**config.mk**
```make
export PLATFORM = sky130hd
export DESIGN_NAME = sparse_set_membership_top
export DESIGN_NICKNAME = d
export VERILOG_FILES = /design/src/hw/rtl/ssm_pkg.sv /design/src/hw/rtl/sparse_set_membership_top.sv /design/src/hw/rtl/ssm_ram.sv /design/src/hw/rtl/ssm_ctrl.sv /design/src/hw/rtl/ssm_datapath.sv
export SDC_FILE = /design/constraint.sdc
export NUM_CORES = 2
export LEC_CHECK = 0
export ABC_AREA = 1
export BUFFER_PORTS_ARGS = -buffer_cell sky130_fd_sc_hd__buf_4
export CAP_MARGIN = 20
export CORE_ASPECT_RATIO = 1.1
export CORE_MARGIN = 4
export CORE_UTILIZATION = 25
export CTS_CLUSTER_SIZE = 12
export DETAILED_ROUTE_END_ITERATION = 8
export PLACE_DENSITY_LB_ADDON = 0.15
export SLEW_MARGIN = 10
export SYNTH_ARGS = -nofsm -noshare
export SYNTH_HDL_FRONTEND = slang
export SYNTH_HIERARCHICAL = 1
export SYNTH_SLANG_ARGS = --single-unit
export TNS_END_PERCENT = 1
```
**constraint.sdc**
```tcl
create_clock -name i_clk -period 8.5 [get_ports i_clk]
set_input_delay 0 -clock i_clk [delete_from_list [all_inputs] [get_ports i_clk]]
set_output_delay 0 -clock i_clk [all_outputs]
set_load 0.01 [all_outputs]
```
**src/hw/rtl/ssm_pkg.sv**
```systemverilog
// Types and constants for the sparse set membership block.
`default_nettype none

package ssm_pkg;

    localparam int unsigned IdxW       = 7;
    localparam int unsigned TableDepth = 1 << IdxW;
    localparam int unsigned MaxValue   = 127;
    localparam logic [IdxW-1:0] CountFull = IdxW'(TableDepth - 1);

    typedef enum logic [1:0] {
        ACT_INSERT = 2'd0,
        ACT_REMOVE = 2'd1,
        ACT_FIND   = 2'd2,
        ACT_CLEAR  = 2'd3
    } t_action;

    // controller -> datapath
    typedef struct packed {
        logic load;      // capture the input beat
        logic clear;     // zero the count
        logic flag_bad;  // result carries the invalid flag
        logic rd_slot;   // sparse data is back, look up dense at that slot
        logic check;     // dense data is back, membership is known
        logic rd_last;   // fetch the last dense member
        logic do_insert; // append value
        logic do_swap;   // move last member into the hole
        logic emit;      // register a result
    } t_dp_cmd;

    // datapath -> controller
    typedef struct packed {
        logic in_clear;
        logic in_bad;
        logic is_insert;
        logic is_remove;
        logic present;
        logic not_full;
    } t_dp_stat;

endpackage

`default_nettype wire

```
**src/hw/rtl/sparse_set_membership_top.sv**
```systemverilog
// Top level of the sparse set membership block.
// Usage:
//   Drive i_action / i_value with start high; the beat is taken at an edge
//   where start is high and busy is low. Each beat gives exactly one result,
//   shown on o_was_present / o_member_count / o_bad_value for one cycle
//   while o_valid is high. The receiver cannot stall; results are not held.
// Sequence, from the cycle in which the beat is taken:
//   clear or zero value: the result is registered, busy stays low, so one
//     beat per cycle is possible.
//   insert, find, remove of an absent value: busy through the lookup, slot
//     and check states; the result shows as busy drops, and the next beat
//     can be taken then. Remove of a member: busy also in the last state.
//   The states follow the chain of registered reads through the single
//   read port of each table: sparse index, then dense slot, then last member.
// Reset (synchronous, active low) empties the set at once: count goes to
// zero, unwritten sparse entries read as zero, dense ones never match.
`default_nettype none

module sparse_set_membership_top (
    input  wire logic                     i_clk,
    input  wire logic                     i_rst_n,
    input  wire logic                     start,
    output logic                          busy,
    input  wire logic [1:0]               i_action,
    input  wire logic [ssm_pkg::IdxW-1:0] i_value,
    output logic                          o_valid,
    output logic                          o_was_present,
    output logic      [ssm_pkg::IdxW-1:0] o_member_count,
    output logic                          o_bad_value
);

    import ssm_pkg::*;

    t_dp_cmd  cmd;
    t_dp_stat stat;

    ssm_ctrl u_ctrl (
        .i_clk   (i_clk),
        .i_rst_n (i_rst_n),
        .i_start (start),
        .i_stat  (stat),
        .o_cmd   (cmd),
        .o_busy  (busy)
    );

    ssm_datapath u_dp (
        .i_clk          (i_clk),
        .i_rst_n        (i_rst_n),
        .i_action       (i_action),
        .i_value        (i_value),
        .i_cmd          (cmd),
        .o_stat         (stat),
        .o_valid        (o_valid),
        .o_was_present  (o_was_present),
        .o_member_count (o_member_count),
        .o_bad_value    (o_bad_value)
    );

endmodule

`default_nettype wire

```
**src/hw/rtl/ssm_ram.sv**
```systemverilog
// Generic single-write, single-read RAM with registered read data.
`default_nettype none

module ssm_ram #(
    parameter int Width = 7,
    parameter int Depth = 128
) (
    input  wire logic                     i_clk,
    input  wire logic                     i_we,
    input  wire logic [$clog2(Depth)-1:0] i_waddr,
    input  wire logic [Width-1:0]         i_wdata,
    input  wire logic [$clog2(Depth)-1:0] i_raddr,
    output logic      [Width-1:0]         o_rdata
);

    logic [Width-1:0] r_mem [Depth];
    logic [Width-1:0] r_rdata;

    always_ff @(posedge i_clk) begin
        if (i_we) begin
            r_mem[i_waddr] <= i_wdata;
        end
        r_rdata <= r_mem[i_raddr];
    end

    assign o_rdata = r_rdata;

endmodule

`default_nettype wire

```
**src/hw/rtl/ssm_ctrl.sv**
```systemverilog
// Sequencer for the sparse set: lookup, check and update steps.
`default_nettype none

module ssm_ctrl (
    input  wire logic              i_clk,
    input  wire logic              i_rst_n,
    input  wire logic              i_start,
    input  wire ssm_pkg::t_dp_stat i_stat,
    output ssm_pkg::t_dp_cmd       o_cmd,
    output logic                   o_busy
);

    import ssm_pkg::*;

    typedef enum logic [4:0] {
        ST_IDLE = 5'b00001,
        ST_LOOK = 5'b00010,
        ST_SLOT = 5'b00100,
        ST_CHK  = 5'b01000,
        ST_LAST = 5'b10000
    } t_state;

    t_state  r_state;
    t_state  n_state;
    t_dp_cmd cmd;

    always_comb begin
        cmd     = '0;
        n_state = r_state;
        case (r_state)
            ST_IDLE: begin
                if (i_start) begin
                    cmd.load = 1'b1;
                    if (i_stat.in_clear) begin
                        cmd.clear = 1'b1;
                        cmd.emit  = 1'b1;
                    end else if (i_stat.in_bad) begin
                        cmd.flag_bad = 1'b1;
                        cmd.emit     = 1'b1;
                    end else begin
                        n_state = ST_LOOK;
                    end
                end
            end
            ST_LOOK: begin
                // sparse read address is the captured value
                n_state = ST_SLOT;
            end
            ST_SLOT: begin
                cmd.rd_slot = 1'b1;
                n_state     = ST_CHK;
            end
            ST_CHK: begin
                cmd.check = 1'b1;
                if (i_stat.is_insert && !i_stat.present && i_stat.not_full) begin
                    cmd.do_insert = 1'b1;
                end
                if (i_stat.is_remove && i_stat.present) begin
                    cmd.rd_last = 1'b1;
                    n_state     = ST_LAST;
                end else begin
                    cmd.emit = 1'b1;
                    n_state  = ST_IDLE;
                end
            end
            ST_LAST: begin
                cmd.do_swap = 1'b1;
                cmd.emit    = 1'b1;
                n_state     = ST_IDLE;
            end
            default: begin
                n_state = ST_IDLE;
            end
        endcase
    end

    always_ff @(posedge i_clk) begin
        if (!i_rst_n) begin
            r_state <= ST_IDLE;
        end else begin
            r_state <= n_state;
        end
    end

    assign o_cmd  = cmd;
    assign o_busy = (r_state != ST_IDLE);

endmodule

`default_nettype wire

```
**src/hw/rtl/ssm_datapath.sv**
```systemverilog
// Sparse index table, dense member list, count and result registers.
`default_nettype none

module ssm_datapath (
    input  wire logic                     i_clk,
    input  wire logic                     i_rst_n,
    input  wire logic [1:0]               i_action,
    input  wire logic [ssm_pkg::IdxW-1:0] i_value,
    input  wire ssm_pkg::t_dp_cmd         i_cmd,
    output ssm_pkg::t_dp_stat             o_stat,
    output logic                          o_valid,
    output logic                          o_was_present,
    output logic      [ssm_pkg::IdxW-1:0] o_member_count,
    output logic                          o_bad_value
);

    import ssm_pkg::*;

    t_action           r_action;
    logic [IdxW-1:0]   r_value;
    logic [IdxW-1:0]   r_count;
    logic [IdxW-1:0]   n_count;
    logic [IdxW-1:0]   r_slot;
    logic              r_present;

    // written flags: unwritten sparse reads 0, dense never matches
    logic [TableDepth-1:0] r_sp_vld;
    logic [TableDepth-1:0] r_dn_vld;
    logic                  r_sp_vld_q;
    logic                  r_dn_vld_q;

    logic              r_o_valid;
    logic              r_o_present;
    logic [IdxW-1:0]   r_o_count;
    logic              r_o_bad;

    logic              mem_we;
    logic [IdxW-1:0]   sp_ra;
    logic [IdxW-1:0]   sp_wa;
    logic [IdxW-1:0]   sp_wd;
    logic [IdxW-1:0]   sp_rdata;
    logic [IdxW-1:0]   dn_ra;
    logic [IdxW-1:0]   dn_wa;
    logic [IdxW-1:0]   dn_wd;
    logic [IdxW-1:0]   dn_rdata;
    logic [IdxW-1:0]   slot_c;
    logic [IdxW-1:0]   last_val;
    logic              present_c;
    logic              in_bad;

    assign in_bad = (i_value == '0) || (32'(i_value) > MaxValue);

    assign slot_c    = r_sp_vld_q ? sp_rdata : '0;
    assign last_val  = dn_rdata;
    assign present_c = (r_slot < r_count) && r_dn_vld_q && (dn_rdata == r_value);

    assign mem_we = i_cmd.do_insert | i_cmd.do_swap;

    assign sp_ra = r_value;
    assign sp_wa = i_cmd.do_insert ? r_value : last_val;
    assign sp_wd = i_cmd.do_insert ? r_count : r_slot;

    assign dn_ra = i_cmd.rd_last ? (r_count - IdxW'(1)) : slot_c;
    assign dn_wa = i_cmd.do_insert ? r_count : r_slot;
    assign dn_wd = i_cmd.do_insert ? r_value : last_val;

    ssm_ram #(
        .Width (IdxW),
        .Depth (TableDepth)
    ) u_sparse (
        .i_clk   (i_clk),
        .i_we    (mem_we),
        .i_waddr (sp_wa),
        .i_wdata (sp_wd),
        .i_raddr (sp_ra),
        .o_rdata (sp_rdata)
    );

    ssm_ram #(
        .Width (IdxW),
        .Depth (TableDepth)
    ) u_dense (
        .i_clk   (i_clk),
        .i_we    (mem_we),
        .i_waddr (dn_wa),
        .i_wdata (dn_wd),
        .i_raddr (dn_ra),
        .o_rdata (dn_rdata)
    );

    always_comb begin
        n_count = r_count;
        if (i_cmd.clear) begin
            n_count = '0;
        end else if (i_cmd.do_insert) begin
            n_count = r_count + IdxW'(1);
        end else if (i_cmd.do_swap) begin
            n_count = r_count - IdxW'(1);
        end
    end

    always_ff @(posedge i_clk) begin
        if (!i_rst_n) begin
            r_count   <= '0;
            r_sp_vld  <= '0;
            r_dn_vld  <= '0;
            r_o_valid <= 1'b0;
        end else begin
            r_count   <= n_count;
            r_o_valid <= i_cmd.emit;
            if (mem_we) begin
                r_sp_vld[sp_wa] <= 1'b1;
                r_dn_vld[dn_wa] <= 1'b1;
            end
        end
    end

    always_ff @(posedge i_clk) begin
        r_sp_vld_q <= r_sp_vld[sp_ra];
        r_dn_vld_q <= r_dn_vld[dn_ra];
        if (i_cmd.load) begin
            r_action <= t_action'(i_action);
            r_value  <= i_value;
        end
        if (i_cmd.rd_slot) begin
            r_slot <= slot_c;
        end
        if (i_cmd.check) begin
            r_present <= present_c;
        end
        if (i_cmd.emit) begin
            r_o_present <= (i_cmd.check && present_c) || (i_cmd.do_swap && r_present);
            r_o_count   <= n_count;
            r_o_bad     <= i_cmd.flag_bad;
        end
    end

    always_comb begin
        o_stat           = '0;
        o_stat.in_clear  = (t_action'(i_action) == ACT_CLEAR);
        o_stat.in_bad    = in_bad;
        o_stat.is_insert = (r_action == ACT_INSERT);
        o_stat.is_remove = (r_action == ACT_REMOVE);
        o_stat.present   = present_c;
        o_stat.not_full  = (r_count != CountFull);
    end

    assign o_valid        = r_o_valid;
    assign o_was_present  = r_o_present;
    assign o_member_count = r_o_count;
    assign o_bad_value    = r_o_bad;

endmodule

`default_nettype wire

```
; Word level (Yosys, flattened, before mapping)
; Memory sizes are Yosys's and may differ from the RTL's. A register that Yosys moved wholly into a read port is not among the register bits.
; Index checks and enable logic that the tools add are counted.
[op_classes]
add_sub_neg = 2
order_cmp = 7
n_eq_ne = 13
n_mux = 36
bitwise = 5
reduce_logical = 15
[op_table]
columns = operator, count
row1 = $or A128 B128 Y128, 2
row2 = $mux W7, 7
row3 = $lt A7 B8 Y1 const B, 4
row4 = $mux W5, 4
row5 = $pmux W5 S4, 1
row6 = $mux W1, 16
row7 = $bmux W1 S7, 2
row8 = $demux W1 S7, 2
row9 = $ge A7 B1 Y1 const B, 2
row10 = $logic_and A1 B1 Y1, 9
row11 = $mux W3, 3
row12 = $add A7 B1 Y7 const B, 1
row13 = $eq A7 B7 Y1, 1
row14 = $logic_not A7 Y1, 1
row15 = $lt A7 B7 Y1, 1
row16 = $ne A7 B7 Y1 const B, 1
row17 = $sub A7 B1 Y7 const B, 1
row18 = $ne A2 B2 Y1 const B, 3
row19 = $eq A5 B1 Y1 const B, 1
row20 = $eq A5 B2 Y1 const B, 1
row21 = $eq A5 B3 Y1 const B, 1
row22 = $eq A5 B4 Y1 const B, 1
row23 = $eq A5 B5 Y1 const B, 1
row24 = $ne A5 B1 Y1 const B, 1
row25 = other kinds (10), 11
[totals]
ff_bits = 297
ramBits = 1792
in_bits = 12
word_cells = 94
n_memories = 2
[mem_list]
columns = memory, depth, width, rd, rd_clocked_by_memory_dff, wr, line
row1 = u_dp.u_dense.r_mem, 128, 7, 1, 1, 1, ssm_ram.sv:16  ; logic [Width-1:0] r_mem [Depth];
row2 = u_dp.u_sparse.r_mem, 128, 7, 1, 1, 1, ssm_ram.sv:16

; Logic depth before layout (Yosys ltp)
[logic_depth]
ltp_word = 14
mapped_depth = 33
mapped_depth_nobuf = 25

; Hierarchy
; Netlist, hierarchy kept.
[by_module_without_submodules]
columns = mod, instances, cells_per_inst, area_each_um2
row1 = ssm_ram, 2, 3152, 37091.8
row2 = ssm_datapath, 1, 1846, 13342.8
row3 = ssm_ctrl, 1, 56, 394.1

; Least setup slack after synthesis
; Ideal clock, no wire load.
[synth_path]
kind = reg2reg
from = reg u_dp.r_value[3]
to = mem u_dp.u_dense.r_mem[105][0] (enable)
arrival_ns = 6.817
t_required_ns = 8.140
path_slack_ns = 1.324
path_stages_with_launch = 19
cell_sequence = edfxtp_1 > clkbuf_1 > inv_1 > clkbuf_1 > or2_2 > nand3_1 > nor4_1 > nand4_1 > nor2_1 > buf_4 > nand3b_1 > nor2_1 > buf_6 > o21ai_1 > inv_1 > nor3_1 > nand2_1 > clkbuf_1 > nor2_1
[synth_rtl]
columns = item, line
row1 = from (decl), ssm_datapath.sv:20  ; logic [IdxW-1:0] r_value;
row2 = from (signal assigned), ssm_datapath.sv:123  ; r_value <= i_value;
row3 = to (decl), ssm_ram.sv:16

==> qor.txt <==
power per standard cell area - 258 mW/mm^2
sequential share of the synthesized area - 68.6%
Finish-stage setup viols - 0
Syn Area/Cell - 10.7 sq um
Iteration-0 DRC Markers - 4740
status - finished, final reports clean
Worst-path clk slew - 60 ps
critical path startpoint category - flop
Filler Cell Count - 36500
area delta synth->final - 13.2%
Clock Root Buffer - clkbuf_16
CP Data Required Time - 9300 ps
clock sinks - 2103
Placed Cells - 12400
worst-case reg-to-reg path depth - 24
# H-tree levels - 4
top-area cell type share of the netlist area - 62.1%
Post-Route WL - 284000 um
dpl hpwl - 163000 um
cts hold-fix bufs - 21
post-synth cell types - 45
CP max FO - 175
Pre-antenna DRT Iters - 6
GR Overflow Total - 0
top cells by area, synth - edfxtp_1, nand2_1, nand3_1
num ports - 23
layout cells sized above 1 - 6.93%
Routed WL per cell - 22.1 um
Min-Delay Path Class - in -> reg
chip height - 630 um
Post-Synthesis Cells - 8206
Mapped Nets - 8226
Clock Skew - 98.1 ps
Yosys reg bits - 2103
critical path type - reg -> reg
Tot GR Track Use - 15.2%
most common cell in the synthesized netlist - nand2_1
Vias - 59800
layout net count - 8092
Vias/cell - 4.65
Synth Warn # - 6
die area - 0.361 sq mm
top_reg_cell synth - edfxtp_1
vias in the first global route - 58600
Period minus WS final - 6230 ps
CTS Buf Count - 235
PortBufs - 22
# DRC - 0
die width - 573 um
Max-slew headroom - 20.9%
post_cts resized - 0
Placer Congestion - 0.784
Hold Violations, Final - 0
Clk Latency, worst-skew pair - 920 ps
Fmax achieved - 0.161 GHz
postcts setup bufs - 0
initial antenna violation count - 10
leakage - 34.2 nW
Slew @ Worst Pin - 1190 ps
CTS tree - done
Netlist Area Pre-Place - 0.0879 sq mm
Starting Density - 25.1%
max_cap viols - 0
Clock Path Buffers - 4
Peak VDD IR - 0.240 mV
total negative slack - 0 ps
Synth area leader - edfxtp_1
commonest cells in the netlist - nand2_1, edfxtp_1, nand3_1, nor2_1, a21oi_1
period utilisation layout - 73.3%
first-pass GRT wire length - 416000 um
Total Power - 0.0257 W
EDFF count, synth - 1818
worst path arrival time - 7030 ps
Antenna Violating Nets Remaining - 0
cell row count - 228
WHS Path Cells - 5
Layout Cells excl Fill - 12900
RSZ-0062 raised after global routing - no
CP Capture Type - flop
largest net degree at the start of global routing - 176
share of flip-flops with an asynchronous set or reset - 0%
max-slew violation count - 0
core footprint - 0.350 sq mm
[flip-flops by register name (all words and copies together) (netlist names), 2 cells and up]
register and flops:
u_dp/r_sp_vld 128, u_dp/u_dense/o_rdata 7, u_dp/r_slot 7, u_dp/r_dn_vld 128, u_dp/o_member_count 7, u_dp/u_sparse/o_rdata 7
u_dp/r_action 2, u_dp/u_sparse/r_mem 896, u_dp/r_count 7, u_ctrl/r_state 5, u_dp/u_dense/r_mem 896, u_dp/r_value 7
[per-stage QoR]
stage,cell area (sq um),hold WS [ps],util [%],setup slack [ps]
6_report,99500,106,28.4,2270
3_3_place_gp,91700,209,26.2,2500
4_1_cts,99500,22.1,28.4,2490
3_5_place_dp,91800,203,26.2,2470
5_1_grt,99500,75.0,28.4,1910
2_1_floorplan,87900,93.5,-,1320
[critical path: stages, from the launching register on]
cell      delay, ps
edfxtp_1        550
inv_1           350
or2_2           170
nand3_1          80
nor4_1          200
nand4_1         190
nor2_1          260
nand2_1         130
inv_1            70
nand3_1         100
inv_1           330
nand2_1         240
nand2_8         440
clkinv_8        610
buf_12          590
nand2_1         140
nand3_1         100
nand3_1         160
nand3_1         130
nand2_1         260
nand2_1          90
nand3_1         110
nand2_1          70
nand2_1          50
nand2_1          70
[path summary, 6_finish.rpt]
kind                                       start                       to  slack, ps
worst max-delay path             u_dp/r_value[3]  u_dp/u_dense/o_rdata[3]       2270
worst min-delay path                  i_value[6]         u_dp/o_bad_value        110
worst max register to register   u_dp/r_value[3]  u_dp/u_dense/o_rdata[3]       2270
worst min register to register  u_dp/r_dn_vld[6]         u_dp/r_dn_vld[6]        450
[metal layers]
metal / vias up / share of wire [%] / global-route usage, %
li1: 28100 / - / -
met1: 30000 / 45 / 20.7
met2: 1401 / 48 / 25.6
met3: 372 / 4.3 / 1.74
met4: 0 / 2.5 / 3.95
met5: - / 0 / 0
[kinds of logic (layout without fill, tap and decap cells)]
family	count (synthesis)	count (layout)	share of synthesized area, %
flops	2103	2103	68.6
other cells	0	3	0
compound gates	430	430	2.54
fa+ha+maj	8	8	0.114
xor+xnor	7	7	0.0697
buf+inv	790	849	4.82
simple gates	4868	4868	23.9
[area by class of cell]
| cell class | count | area (sq um) | area share, % |
|---|---|---|---|
| Antenna cell | 3 | 7.51 | 0.00754 |
| Inverter | 280 | 1170 | 1.18 |
| Clock buffer | 317 | 6580 | 6.61 |
| Tap cell | 4600 | 5760 | 5.78 |
| Timing Repair Buffer | 139 | 1320 | 1.32 |
| Sequential cell | 2103 | 60300 | 60.6 |
| Multi-Input combinational cell | 5313 | 23500 | 23.6 |
| Clock inverter | 113 | 913 | 0.918 |
[report_power, final]
| group | switching [W] | internal, W |
|---|---|---|
| clock | 0.00423 | 0.00576 |
| sequential | 0.0000736 | 0.0118 |
| combinational | 0.00307 | 0.000712 |
| total | 0.00738 | 0.0183 |
[cells in the final DEF, fill, tap and decap left out, types with 5 or more instances in the layout]
master            n
dfxtp_1         285
clkbuf_1         54
bufinv_16        12
edfxtp_1       1818
o21ai_2           8
clkinv_2         42
nor2_2           34
nor2_1          417
inv_6            19
nand3_1        1803
o21ai_0         106
buf_12           12
clkbuf_8         19
inv_2            11
nand2_2          12
nand2_1        2528
nor3_1           26
dlygate4sd3_1    21
xor2_1            5
ha_1              8
clkbuf_16       245
inv_1           246
o21ai_4           7
nor2_4           12
nor4_1            8
buf_4            99
clkinv_1         51
a21oi_1         303
Power figures use the tool's default switching activity.
